$ cat src/sv/tcphc_pkg.sv
// shared types and constants for the tcp/http frame classifier
`timescale 1ns / 1ps
package tcphc_pkg;

    localparam int unsigned ETH_HDR_BYTES = 14;
    localparam int unsigned MIN_HDR_BYTES = 20;
    localparam int unsigned PREFIX_COUNT  = 8;
    localparam int unsigned PREFIX_SPAN   = 8;

    localparam logic [15:0] ETHERTYPE_IPV4 = 16'h0800;
    localparam logic [3:0]  IP_VERSION_4   = 4'd4;
    localparam logic [7:0]  PROTO_TCP      = 8'd6;
    localparam logic [3:0]  MIN_HDR_WORDS  = 4'd5;

    localparam logic [15:0] HTTP_PORT_FIRST_RST  = 16'd80;
    localparam logic [15:0] HTTP_PORT_SECOND_RST = 16'd8080;
    localparam logic [15:0] HTTP_PORT_THIRD_RST  = 16'd8000;

    localparam logic [1:0] CFG_HTTP_PORT_FIRST  = 2'd0;
    localparam logic [1:0] CFG_HTTP_PORT_SECOND = 2'd1;
    localparam logic [1:0] CFG_HTTP_PORT_THIRD  = 2'd2;

    typedef enum logic [1:0] {
        VERDICT_DROP  = 2'd0,
        VERDICT_EMPTY = 2'd1,
        VERDICT_HTTP  = 2'd2,
        VERDICT_OTHER = 2'd3
    } verdict_t;

    // method and status-line prefixes, zero padded
    localparam logic [7:0] PREFIX_TEXT [PREFIX_COUNT][PREFIX_SPAN] = '{
        '{"G", "E", "T", " ", 8'h00, 8'h00, 8'h00, 8'h00},
        '{"P", "O", "S", "T", " ", 8'h00, 8'h00, 8'h00},
        '{"H", "E", "A", "D", " ", 8'h00, 8'h00, 8'h00},
        '{"P", "U", "T", " ", 8'h00, 8'h00, 8'h00, 8'h00},
        '{"D", "E", "L", "E", "T", "E", " ", 8'h00},
        '{"O", "P", "T", "I", "O", "N", "S", " "},
        '{"P", "A", "T", "C", "H", " ", 8'h00, 8'h00},
        '{"H", "T", "T", "P", "/", 8'h00, 8'h00, 8'h00}
    };
    localparam logic [3:0] PREFIX_CHARS [PREFIX_COUNT] = '{
        4'd4, 4'd5, 4'd5, 4'd4, 4'd7, 4'd8, 4'd6, 4'd5
    };

    typedef struct packed {
        logic [15:0] cap;
        logic [15:0] ethertype;
        logic [7:0]  version_ihl;
        logic [15:0] total_length;
        logic [15:0] fragment_word;
        logic [7:0]  protocol;
        logic [31:0] ports;
        logic [3:0]  data_offset;
        logic [7:0]  prefix_flags;
    } frame_snap_t;

endpackage

$ cat src/sv/tcp_http_frame_classifier_top.sv
// Frame bytes stream in one per beat, s_tlast on the final byte; one verdict beat
// per frame comes out on the m_ side. The block takes one byte every cycle unless
// back-pressure holds a frame's last byte; each byte updates the captured header
// fields and the prefix match flags. The last byte passes the input, frame snapshot
// and result registers before the verdict. Frames that are not unfragmented IPv4/TCP
// with sane lengths, or are captured too short, give verdict 0 with every field zero.
// Bytes from position MAX_CAPTURE_BYTES on are ignored. The user must set the three
// HTTP ports via cfg (index 0..2) only while idle; the block does not enforce it.
`timescale 1ns / 1ps
module tcp_http_frame_classifier_top #(
    parameter int unsigned MAX_CAPTURE_BYTES = 65535
) (
    input  logic        aclk,
    input  logic        aresetn,
    input  logic        s_tvalid,
    output logic        s_tready,
    input  logic [7:0]  s_tdata,   // frame_byte
    input  logic        s_tlast,   // last_byte
    output logic        m_tvalid,
    input  logic        m_tready,
    // verdict[1:0], source_port[17:2], destination_port[33:18], ip_header_bytes[39:34],
    // tcp_header_bytes[45:40], payload_bytes[61:46], captured_payload_bytes[77:62]
    output logic [79:0] m_tdata,
    input  logic        cfg_valid,
    output logic        cfg_ready,
    input  logic [1:0]  cfg_index,
    input  logic [15:0] cfg_data
);
    import tcphc_pkg::*;

    localparam logic [16:0] ETH17     = 17'(ETH_HDR_BYTES);
    localparam logic [16:0] MAXCAP17  = 17'(MAX_CAPTURE_BYTES);
    localparam logic [16:0] MINHDR17  = 17'(MIN_HDR_BYTES);

    // configuration
    logic [15:0] port_first_reg, port_second_reg, port_third_reg;

    // input register
    logic       s1_valid_reg, s1_valid_next;
    logic [7:0] s1_byte_reg;
    logic       s1_last_reg;

    // per-frame state
    logic [15:0] byte_position_reg, byte_position_next;
    logic [15:0] ethertype_reg, ethertype_next;
    logic [7:0]  version_ihl_reg, version_ihl_next;
    logic [15:0] total_length_reg, total_length_next;
    logic [15:0] fragment_word_reg, fragment_word_next;
    logic [7:0]  protocol_reg, protocol_next;
    logic [31:0] ports_reg, ports_next;
    logic [3:0]  data_offset_reg, data_offset_next;
    logic [7:0]  prefix_flags_reg, prefix_flags_next;

    // frame snapshot
    logic        snap_valid_reg, snap_valid_next;
    frame_snap_t snap_reg, snap_now;

    // result register
    logic        m_valid_reg, m_valid_next;
    verdict_t    verdict_reg, verdict_next;
    logic [15:0] sport_reg, sport_next;
    logic [15:0] dport_reg, dport_next;
    logic [5:0]  ihl4_reg, ihl4_next;
    logic [5:0]  thl_reg, thl_next;
    logic [15:0] pay_reg, pay_next;
    logic [15:0] cpay_reg, cpay_next;

    // handshake
    logic out_ready, snap_ready, s1_adv, s_accept;

    assign out_ready  = !m_valid_reg || m_tready;
    assign snap_ready = !snap_valid_reg || out_ready;
    assign s1_adv     = s1_valid_reg && (!s1_last_reg || snap_ready);
    assign s_tready   = !s1_valid_reg || s1_adv;
    assign s_accept   = s_tvalid && s_tready;
    assign cfg_ready  = 1'b1;

    // per-byte header capture
    logic [15:0] ethertype_upd, total_length_upd, fragment_word_upd;
    logic [7:0]  version_ihl_upd, protocol_upd, prefix_flags_upd;
    logic [31:0] ports_upd;
    logic [3:0]  data_offset_upd;
    logic [16:0] pos17, tcp_start, rel, pay_start, off;
    logic        in_range;

    always_comb begin
        pos17    = {1'b0, byte_position_reg};
        in_range = pos17 < MAXCAP17;

        ethertype_upd = ethertype_reg;
        if (pos17 == 17'd12) ethertype_upd[15:8] = s1_byte_reg;
        if (pos17 == 17'd13) ethertype_upd[7:0] = s1_byte_reg;
        version_ihl_upd = (pos17 == ETH17) ? s1_byte_reg : version_ihl_reg;
        total_length_upd = total_length_reg;
        if (pos17 == ETH17 + 17'd2) total_length_upd[15:8] = s1_byte_reg;
        if (pos17 == ETH17 + 17'd3) total_length_upd[7:0] = s1_byte_reg;
        fragment_word_upd = fragment_word_reg;
        if (pos17 == ETH17 + 17'd6) fragment_word_upd[15:8] = s1_byte_reg;
        if (pos17 == ETH17 + 17'd7) fragment_word_upd[7:0] = s1_byte_reg;
        protocol_upd = (pos17 == ETH17 + 17'd9) ? s1_byte_reg : protocol_reg;

        tcp_start = ETH17 + {11'd0, version_ihl_upd[3:0], 2'b00};
        rel       = pos17 - tcp_start;
        ports_upd = ports_reg;
        if (pos17 >= tcp_start && rel < 17'd4) begin
            unique case (rel[1:0])
                2'd0: ports_upd[31:24] = s1_byte_reg;
                2'd1: ports_upd[23:16] = s1_byte_reg;
                2'd2: ports_upd[15:8]  = s1_byte_reg;
                default: ports_upd[7:0] = s1_byte_reg;
            endcase
        end
        data_offset_upd = (pos17 == tcp_start + 17'd12) ? s1_byte_reg[7:4] : data_offset_reg;

        pay_start        = tcp_start + {11'd0, data_offset_upd, 2'b00};
        off              = pos17 - pay_start;
        prefix_flags_upd = prefix_flags_reg;
        if (data_offset_upd >= MIN_HDR_WORDS && pos17 > tcp_start + 17'd12
                && pos17 >= pay_start && off < 17'(PREFIX_SPAN)) begin
            for (int p = 0; p < PREFIX_COUNT; p++) begin
                if ({1'b0, off[2:0]} < PREFIX_CHARS[p]
                        && s1_byte_reg != PREFIX_TEXT[p][off[2:0]]) begin
                    prefix_flags_upd[p] = 1'b0;
                end
            end
        end

        if (!in_range) begin
            ethertype_upd     = ethertype_reg;
            version_ihl_upd   = version_ihl_reg;
            total_length_upd  = total_length_reg;
            fragment_word_upd = fragment_word_reg;
            protocol_upd      = protocol_reg;
            ports_upd         = ports_reg;
            data_offset_upd   = data_offset_reg;
            prefix_flags_upd  = prefix_flags_reg;
        end

        snap_now = '{
            cap:           in_range ? byte_position_reg + 16'd1 : byte_position_reg,
            ethertype:     ethertype_upd,
            version_ihl:   version_ihl_upd,
            total_length:  total_length_upd,
            fragment_word: fragment_word_upd,
            protocol:      protocol_upd,
            ports:         ports_upd,
            data_offset:   data_offset_upd,
            prefix_flags:  prefix_flags_upd
        };

        byte_position_next = byte_position_reg;
        ethertype_next     = ethertype_reg;
        version_ihl_next   = version_ihl_reg;
        total_length_next  = total_length_reg;
        fragment_word_next = fragment_word_reg;
        protocol_next      = protocol_reg;
        ports_next         = ports_reg;
        data_offset_next   = data_offset_reg;
        prefix_flags_next  = prefix_flags_reg;
        if (s1_adv) begin
            if (s1_last_reg) begin
                byte_position_next = '0;
                ethertype_next     = '0;
                version_ihl_next   = '0;
                total_length_next  = '0;
                fragment_word_next = '0;
                protocol_next      = '0;
                ports_next         = '0;
                data_offset_next   = '0;
                prefix_flags_next  = '1;
            end else begin
                byte_position_next = snap_now.cap;
                ethertype_next     = ethertype_upd;
                version_ihl_next   = version_ihl_upd;
                total_length_next  = total_length_upd;
                fragment_word_next = fragment_word_upd;
                protocol_next      = protocol_upd;
                ports_next         = ports_upd;
                data_offset_next   = data_offset_upd;
                prefix_flags_next  = prefix_flags_upd;
            end
        end
    end

    // verdict
    logic [5:0]  ihl4, thl;
    logic [16:0] cap17, total17, ip_end, hdr_sum, all_end, pay17, cpay17, cpay_cl;
    logic        drop, port_hit, prefix_hit;

    always_comb begin
        ihl4    = {snap_reg.version_ihl[3:0], 2'b00};
        thl     = {snap_reg.data_offset, 2'b00};
        cap17   = {1'b0, snap_reg.cap};
        total17 = {1'b0, snap_reg.total_length};
        ip_end  = ETH17 + {11'd0, ihl4};
        hdr_sum = {11'd0, ihl4} + {11'd0, thl};
        all_end = ip_end + {11'd0, thl};

        drop = cap17 < ETH17
            || snap_reg.ethertype != ETHERTYPE_IPV4
            || cap17 < ETH17 + MINHDR17
            || snap_reg.version_ihl[7:4] != IP_VERSION_4
            || {11'd0, ihl4} < MINHDR17
            || cap17 < ip_end
            || snap_reg.protocol != PROTO_TCP
            || snap_reg.fragment_word[13:0] != 14'd0
            || total17 < {11'd0, ihl4}
            || cap17 < ip_end + MINHDR17
            || {11'd0, thl} < MINHDR17
            || total17 < hdr_sum
            || cap17 < all_end;

        pay17   = total17 - hdr_sum;
        cpay17  = cap17 - all_end;
        cpay_cl = (cpay17 > pay17) ? pay17 : cpay17;

        port_hit = snap_reg.ports[31:16] == port_first_reg
            || snap_reg.ports[15:0] == port_first_reg
            || snap_reg.ports[31:16] == port_second_reg
            || snap_reg.ports[15:0] == port_second_reg
            || snap_reg.ports[31:16] == port_third_reg
            || snap_reg.ports[15:0] == port_third_reg;
        prefix_hit = 1'b0;
        for (int p = 0; p < PREFIX_COUNT; p++) begin
            if (snap_reg.prefix_flags[p] && cpay_cl >= {13'd0, PREFIX_CHARS[p]}) begin
                prefix_hit = 1'b1;
            end
        end

        verdict_next = VERDICT_OTHER;
        sport_next   = snap_reg.ports[31:16];
        dport_next   = snap_reg.ports[15:0];
        ihl4_next    = ihl4;
        thl_next     = thl;
        pay_next     = pay17[15:0];
        cpay_next    = cpay_cl[15:0];
        priority if (drop) begin
            verdict_next = VERDICT_DROP;
            sport_next   = '0;
            dport_next   = '0;
            ihl4_next    = '0;
            thl_next     = '0;
            pay_next     = '0;
            cpay_next    = '0;
        end else if (pay17 == 17'd0) begin
            verdict_next = VERDICT_EMPTY;
        end else if (cpay_cl != 17'd0 && (port_hit || prefix_hit)) begin
            verdict_next = VERDICT_HTTP;
        end else begin
            verdict_next = VERDICT_OTHER;
        end
    end

    always_comb begin
        s1_valid_next   = s_tready ? s_tvalid : s1_valid_reg;
        snap_valid_next = snap_ready ? (s1_adv && s1_last_reg) : snap_valid_reg;
        m_valid_next    = out_ready ? snap_valid_reg : m_valid_reg;
    end

    // control
    always_ff @(posedge aclk) begin
        if (!aresetn) begin
            s1_valid_reg      <= 1'b0;
            snap_valid_reg    <= 1'b0;
            m_valid_reg       <= 1'b0;
            byte_position_reg <= '0;
            ethertype_reg     <= '0;
            version_ihl_reg   <= '0;
            total_length_reg  <= '0;
            fragment_word_reg <= '0;
            protocol_reg      <= '0;
            ports_reg         <= '0;
            data_offset_reg   <= '0;
            prefix_flags_reg  <= '1;
            port_first_reg    <= HTTP_PORT_FIRST_RST;
            port_second_reg   <= HTTP_PORT_SECOND_RST;
            port_third_reg    <= HTTP_PORT_THIRD_RST;
        end else begin
            s1_valid_reg      <= s1_valid_next;
            snap_valid_reg    <= snap_valid_next;
            m_valid_reg       <= m_valid_next;
            byte_position_reg <= byte_position_next;
            ethertype_reg     <= ethertype_next;
            version_ihl_reg   <= version_ihl_next;
            total_length_reg  <= total_length_next;
            fragment_word_reg <= fragment_word_next;
            protocol_reg      <= protocol_next;
            ports_reg         <= ports_next;
            data_offset_reg   <= data_offset_next;
            prefix_flags_reg  <= prefix_flags_next;
            if (cfg_valid) begin
                unique case (cfg_index)
                    CFG_HTTP_PORT_FIRST:  port_first_reg  <= cfg_data;
                    CFG_HTTP_PORT_SECOND: port_second_reg <= cfg_data;
                    CFG_HTTP_PORT_THIRD:  port_third_reg  <= cfg_data;
                    default: ;
                endcase
            end
        end
    end

    // payload
    always_ff @(posedge aclk) begin
        if (s_accept) begin
            s1_byte_reg <= s_tdata;
            s1_last_reg <= s_tlast;
        end
        if (snap_ready && s1_adv && s1_last_reg) begin
            snap_reg <= snap_now;
        end
        if (out_ready && snap_valid_reg) begin
            verdict_reg <= verdict_next;
            sport_reg   <= sport_next;
            dport_reg   <= dport_next;
            ihl4_reg    <= ihl4_next;
            thl_reg     <= thl_next;
            pay_reg     <= pay_next;
            cpay_reg    <= cpay_next;
        end
    end

    assign m_tvalid = m_valid_reg;
    assign m_tdata  = {2'b00, cpay_reg, pay_reg, thl_reg, ihl4_reg, dport_reg, sport_reg,
                       verdict_reg};

`ifndef SYNTHESIS
    a_result_from_snapshot: assert property (@(posedge aclk) disable iff (!aresetn)
        $rose(m_valid_reg) |-> $past(snap_valid_reg))
        else $error("result beat without a frame snapshot");

    a_drop_all_zero: assert property (@(posedge aclk) disable iff (!aresetn)
        (m_valid_reg && verdict_reg == VERDICT_DROP) |->
            (sport_reg == 16'd0 && dport_reg == 16'd0 && ihl4_reg == 6'd0
             && thl_reg == 6'd0 && pay_reg == 16'd0 && cpay_reg == 16'd0))
        else $error("dropped frame with nonzero fields");

    a_empty_no_payload: assert property (@(posedge aclk) disable iff (!aresetn)
        (m_valid_reg && verdict_reg == VERDICT_EMPTY) |-> (pay_reg == 16'd0 && cpay_reg == 16'd0))
        else $error("no-payload verdict with payload length");

    a_capture_clamped: assert property (@(posedge aclk) disable iff (!aresetn)
        m_valid_reg |-> (cpay_reg <= pay_reg))
        else $error("captured payload exceeds payload length");

    a_frame_state_cleared: assert property (@(posedge aclk) disable iff (!aresetn)
        (s1_adv && s1_last_reg) |=> (byte_position_reg == 16'd0 && prefix_flags_reg == 8'hFF))
        else $error("frame state not cleared after last byte");
`endif

endmodule
$ cat config.mk
export PLATFORM = sky130hd
export DESIGN_NAME = tcp_http_frame_classifier_top
export DESIGN_NICKNAME = d
export VERILOG_FILES = /design/src/sv/tcphc_pkg.sv /design/src/sv/tcp_http_frame_classifier_top.sv
export SDC_FILE = /design/constraint.sdc
export NUM_CORES = 1
export LEC_CHECK = 0
export ABC_AREA = 0
export CAP_MARGIN = 20
export CORE_UTILIZATION = 41
export CTS_CLUSTER_DIAMETER = 30
export DETAILED_ROUTE_END_ITERATION = 6
export DONT_BUFFER_PORTS = 1
export PLACE_DENSITY = 0.66
export SETUP_SLACK_MARGIN = 0.4
export SYNTH_ARGS = -nofsm -noshare
export SYNTH_HDL_FRONTEND = slang
export SYNTH_SLANG_ARGS = --single-unit
$ cat constraint.sdc
create_clock -name aclk -period 7.4 [get_ports aclk]
set_input_delay 0.74 -clock aclk [delete_from_list [all_inputs] [get_ports aclk]]
set_output_delay 0.74 -clock aclk [all_outputs]
set_load 0.02 [all_outputs]
### Yosys cells after proc, flatten, opt, wreduce, memory -nomap -nowiden

Memory sizes are Yosys's and may differ from the RTL's.
Cells that the tools add are included.

* $add $sub $neg: 12
* order comparisons: 27
* eq/ne operators: 30
* mux-type cells: 68
* bitwise gates (word level): 1
* reductions and logical operators: 62

Operator list (number)
* 2-to-1 mux 8 bit: 35
* 2-to-1 mux 16 bit: 8
* == test 16 bit: 6
* 2-to-1 mux 32 bit: 3
* == test 16 x 5 -> 1 bit (second input constant): 5
* greater-or-equal comparator 17 x 3 -> 1 bit (second input constant): 4
* inequality test 8 bit: 8
* == test 16 x 4 -> 1 bit (second input constant): 3
* subtractor 16 x 7 -> 17 bit: 2
* subtractor 16 x 8 -> 17 bit: 2
* less-than comparator 16 x 7 -> 1 bit: 2
* less-than comparator 16 x 8 -> 1 bit: 2
* logical AND 1 bit: 26
* logical OR 1 bit: 22
* 2-to-1 mux 1 bit: 18
* == test 16 x 17 -> 1 bit: 1
* greater-or-equal comparator 17 x 4 -> 1 bit (second input constant): 1
* > comparator 17 bit: 1
* zero test 17 bit: 1
* less-than comparator 17 x 3 -> 1 bit (second input constant): 1
* less-than comparator 17 x 4 -> 1 bit (second input constant): 1
* 2-to-1 mux 17 bit: 1
* nonzero test 17 bit: 1
* adder 16 x 1 -> 16 bit (second input constant): 1
* other kinds (29): 45

* bits in registers: 384
* memory bits (read-only): 512
* input bits: 32
* output and inout port bits: 83
* word-level logic and storage cells: 244
* memories: 8

Memories
* (name not given): words 8, width 8, rd ports 1, clocked after Yosys merged registers in 0, write ports 0, RTL line tcp_http_frame_classifier_top.sv:122 `&& s1_byte_reg != PREFIX_TEXT[p][off[2:0]]) begin`
* (name not given): words 8, width 8, rd ports 1, clocked after Yosys merged registers in 0, write ports 0, RTL line tcp_http_frame_classifier_top.sv:122
* (name not given): words 8, width 8, rd ports 1, clocked after Yosys merged registers in 0, write ports 0, RTL line tcp_http_frame_classifier_top.sv:122
* (name not given): words 8, width 8, rd ports 1, clocked after Yosys merged registers in 0, write ports 0, RTL line tcp_http_frame_classifier_top.sv:122
* (name not given): words 8, width 8, rd ports 1, clocked after Yosys merged registers in 0, write ports 0, RTL line tcp_http_frame_classifier_top.sv:122
* (name not given): words 8, width 8, rd ports 1, clocked after Yosys merged registers in 0, write ports 0, RTL line tcp_http_frame_classifier_top.sv:122
* +2 memories

### Logic depth before layout (Yosys ltp)

* word-level depth: 19
* gate-level depth with buffers: 33
* depth with buffers taken out: 30

### Least setup slack after synthesis

No wires, ideal clock.

* path type: reg2reg
* start: reg byte_position_reg[15]
* end: reg snap_reg[7] (netlist bit) (data pin)
* setup time: 0.254 ns
* arrival time: 6.561 ns
* data required time: 7.146 ns
* slack: 0.585 ns
* stages on the path, launching flop included: 32
* cells stage by stage: dfxtp_1 > nor4_1 > nand3_1 > nor4_1 > and4b_1 > and2_1 > buf_4 > mux2_2 > inv_1 > ha_1 > xnor2_1 > inv_1 > a21oi_1 > xnor2_1 > ha_1 > nand3_1 > nor4_1 > nand3_1 > mux2_2 > ha_1 > fa_1 > inv_1 > ha_1 > a21o_1 > a21oi_1 > xnor2_1 > nand2_1 > a211oi_1 > o2111a_1 > nand3_1 > or2_2 > o21a_1

* longest elaborated chain between the ends: 17

Ends and longest elaborated chain
* start: declaration: RTL line tcp_http_frame_classifier_top.sv:44 `logic [15:0] byte_position_reg, byte_position_next;`
* start signal: assignment: RTL line tcp_http_frame_classifier_top.sv:282 `byte_position_reg <= byte_position_next;`
* == test 16 x 4 -> 1 bit: RTL line tcp_http_frame_classifier_top.sv:93 `version_ihl_upd = (pos17 == ETH17) ? s1_byte_reg : version_ihl_reg;`
* 2-to-1 mux 8 bit: RTL line tcp_http_frame_classifier_top.sv:93
* adder 4 x 6 -> 7 bit: RTL line tcp_http_frame_classifier_top.sv:102 `tcp_start = ETH17 + {11'd0, version_ihl_upd[3:0], 2'b00};`
* adder 7 x 4 -> 8 bit: RTL line tcp_http_frame_classifier_top.sv:113, tcp_http_frame_classifier_top.sv:118
* == test 16 x 17 -> 1 bit: RTL line tcp_http_frame_classifier_top.sv:113 `data_offset_upd = (pos17 == tcp_start + 17'd12) ? s1_byte_reg[7:4] : data_offset_reg;`
* 2-to-1 mux 4 bit: RTL line tcp_http_frame_classifier_top.sv:113
* adder 7 x 6 -> 8 bit: RTL line tcp_http_frame_classifier_top.sv:115 `pay_start = tcp_start + {11'd0, data_offset_upd, 2'b00};`
* subtractor 16 x 8 -> 17 bit: RTL line tcp_http_frame_classifier_top.sv:116 `off = pos17 - pay_start;`
* NOT 3 -> 4 bit (implied by the code): RTL line tcp_http_frame_classifier_top.sv:122
* memory read (8 x 8 bit)
* 2-to-1 mux 8 bit (implied by the code) (2 in a row): RTL line tcp_http_frame_classifier_top.sv:122
* inequality test 8 bit: RTL line tcp_http_frame_classifier_top.sv:122
* logical AND 1 bit: RTL line tcp_http_frame_classifier_top.sv:122
* 2-to-1 mux 1 bit: RTL line tcp_http_frame_classifier_top.sv:121 `if ({1'b0, off[2:0]} < PREFIX_CHARS[p]`
* 2-to-1 mux 8 bit: RTL line tcp_http_frame_classifier_top.sv:118 `if (data_offset_upd >= MIN_HDR_WORDS && pos17 > tcp_start + 17'd12`
* 2-to-1 mux 8 bit (*): RTL line tcp_http_frame_classifier_top.sv:128 `if (!in_range) begin`
* named net prefix_flags_upd[7]: RTL line tcp_http_frame_classifier_top.sv:80 `logic [7:0] version_ihl_upd, protocol_upd, prefix_flags_upd;`
* end signal: assignment: RTL line tcp_http_frame_classifier_top.sv:309 `snap_reg <= snap_now;`
* end: declaration: RTL line tcp_http_frame_classifier_top.sv:56 `frame_snap_t snap_reg, snap_now;`

The timed path passes the listed nets; every way through them passes the cells marked *. The select of a mux whose other input is x is not followed.
A chain may end at the register's enable or synchronous reset.

### Worst setup path after layout

* start: reg byte_position_reg[12]
* end: reg snap_reg[1] (netlist bit) (data pin)

The elaborated chain is that of the path after synthesis.

==> out/results.txt <==
CTS tree - built
Area growth, synth to finish - 20.0%
Max reg flops - 102
Antenna violations before repair - 1
Sink Count - 378
Reg clk slew, reported paths - 0.04 ns
RSZ-0062 raised after global routing - false
Clk buf depth - 3
Post-detailed-route count of antenna-violating nets - 0
Lkg Pwr - 9.10 nW
Nets - 2024
GRT Util Overall - 21.4%
Routed len/inst - 20.5 µm
Slew HR - 32.7%
Crit start category - flop
Via Count - 14542
Detailed Place HPWL - 34600 µm
Pins Over Slew Limit - 0
Total power - 0.00639 W
PortBufs - 0
Core Rows - 79
Final setup viols - 0
Worst reg2reg path startpoint - byte_position_reg[12]
Yosys top cell area share - 31.3%
R2R depth - 32
Status - finished clean
Placer Congestion - 0.966
Max Fclk - 148 MHz
Slowest stage delay, CP - 0.36 ns
Die Span Y - 221 µm
Vias in the first global route - 14262
Clock skew - 0.0416 ns
Setup crit end - snap_reg[1]
Synth unique cells - 71
Slew @ Worst Pin - 1.01 ns
Die width - 221 µm
Yosys Warn Count - 0
WHS - 0.220 ns
Die area - 0.0489 mm²
Reg2reg setup slack - 0.64 ns
Initial drt markers - 1269
Async SR Flop Fraction - 0%
Worst vdd ir - 0.000186 V
Routed WL - 53000 µm
Avg Cell Area, Syn - 10.5 µm²
Slowest library cell on the worst path - dfxtp_2
Minimum clock period - 6.76 ns
Post-synthesis sequential area ratio - 48.8%
Clock Latency Late Sink - 0.63 ns
Initial Utilization - 41.9%
Type of the most critical hold path - in2reg
#FFs+latches synth - 378
Detailed-route DRC error count - 0
Final critical-path share of the clock period - 91.4%
Post-DR vias/cell - 5.64
Core area - 0.0470 mm²
Final hold vios - 0
Inserted Clock Buffers - 87
Final non-filler cell total - 2580
Setup CP Type - reg2reg
Most common cell after layout, fill and taps aside - edfxtp_1
Critical path startpoint - byte_position_reg[12]
Pwr/cell area - 270 mW/mm²
Mapped Cells - 1868
Critical Path AT - 7.12 ns
IO Pins - 115
CP endpoint kind - flop
Hold_buf cts - 0
Largest net degree at the start of global routing - 177
CP max FO - 8
Clk root buf - clkbuf_16
Commonest non-fill, non-tap cells in the layout - edfxtp_1, nand2_1, dfxtp_1
H-tree depth - 3
First-pass GRT wire length - 82000 µm
Synth area leader - edfxtp_1
Syn Std Cell Area - 0.0197 mm²
Worst Path Required - 7.76 ns
Share of cells above drive strength 1 - 16.1%
Top FF cell, synth - edfxtp_1
Max-Cap Viols - 0
GR Overflow Total - 0
Placed instance count - 2404
Reg-to-reg endpoint - snap_reg[1]
Area contributors post-synth - edfxtp_1, dfxtp_1, ha_1
Number of flops mapped to enable cells by yosys - 205
First-pass DRT Iterations - 7
ANT cells - 0
[per-layer routing]
layer,wire (µm),GRT usage [%],vias up,share of wire [%]
li1,-,-,6838,-
met1,23800,29.0,7057,45
met2,24200,33.4,546,46
met3,3450,4.62,101,6.5
met4,1480,8.03,0,2.8
met5,0,0,-,0
[timing repair]
item,4_1_cts,5_1_grt
setup buffers,4,8
setup endpoints to repair,16,17
gates cloned,0,1
gates resized for setup,19,19
pin swaps,7,5
[per-stage QoR]
step | util, % | setup TNS (ns) | cell area (µm²) | setup WS [ns]
final | 50.3 | 0 | 23600 | 0.639
after global routing | 50.3 | 0 | 23600 | 0.322
after CTS | 49.8 | 0 | 23400 | 0.402
after detailed placement | 43.3 | -0.0724 | 20300 | -0.0279
after global placement | 43.3 | 0 | 20300 | 0.198
after floorplan | - | 0 | 19700 | 0.585
[synthesized netlist by cell type (3+ instances only)]
library cell / n
nor2b_1: 85
nand2_4: 3
a21o_1: 19
mux2_2: 85
fa_1: 7
o22ai_1: 11
nor4b_1: 6
a211oi_1: 18
dfxtp_1: 173
nand3b_1: 3
clkbuf_1: 101
or4_1: 3
nand2_1: 175
nor4_1: 33
or2_2: 3
and4b_1: 3
and2_1: 44
o41ai_1: 3
mux2i_1: 8
ha_1: 85
xnor2_1: 73
and3_1: 12
nor2_1: 101
a22oi_1: 73
a21oi_1: 60
nand4_1: 27
or3_1: 7
o2111ai_1: 3
o21a_1: 16
mux2_1: 6
inv_1: 53
buf_4: 9
edfxtp_1: 205
o21ai_0: 51
a21boi_0: 36
xor2_1: 98
a31oi_1: 10
buf_1: 6
nand2b_1: 8
o21bai_1: 6
a32o_1: 28
nor3_1: 20
nand3_1: 43
o31ai_1: 12
[area by class of cell]
| class | count | area [µm²] |
|---|---|---|
| inverters | 53 | 199 |
| clock buffers | 109 | 2330 |
| repair buffers | 54 | 452 |
| fillers | 4111 | 23300 |
| multi-input cells | 1326 | 9620 |
| flip-flops and latches | 378 | 9620 |
| clock inverters | 53 | 644 |
| well taps | 607 | 759 |
[kinds of logic after synthesis]
kind of cell	count (synthesis)	share of synthesized area [%]
muxes	99	5.61
xor gates and xnor gates	171	7.60
buffers and inverters	170	3.42
AOI/OAI and AO/OA	370	13.3
DFF	378	48.8
and+or+nand+nor	586	15.1
other	2	0.0381
adders and majority gates	92	6.11
[power breakdown]
group | leakage [nW] | internal [W] | switching (W)
logic | 4.40 | 0.0000947 | 0.000195
registers | 3.30 | 0.00225 | 0.0000436
clock network | 1.40 | 0.00258 | 0.00122
total | 9.10 | 0.00493 | 0.00146
[critical path, delay by kind of cell, from the launching register on]
family / cells / cell delay [ns]
mux: 2 / 0.68
buf+inv: 5 / 0.62
flops: 1 / 0.36
xor+xnor: 3 / 0.43
simple gates: 12 / 2.18
fa+ha+maj: 4 / 1.11
compound gates: 6 / 1.12
[worst min-delay path by stage]
stage               cells past startpoint                  end  slack, ns                 from
floorplan                               2  prefix_flags_reg[1]       0.43  prefix_flags_reg[1]
global placement                        2  prefix_flags_reg[7]       0.44  prefix_flags_reg[7]
CTS                                     0       s1_byte_reg[4]       0.19           s_tdata[4]
finish                                  0       s1_byte_reg[1]       0.22           s_tdata[1]
global route                            0       s1_byte_reg[1]       0.19           s_tdata[1]
detailed placement                      2  prefix_flags_reg[4]       0.45  prefix_flags_reg[4]
Note: power is estimated with default switching activity, not from simulation.
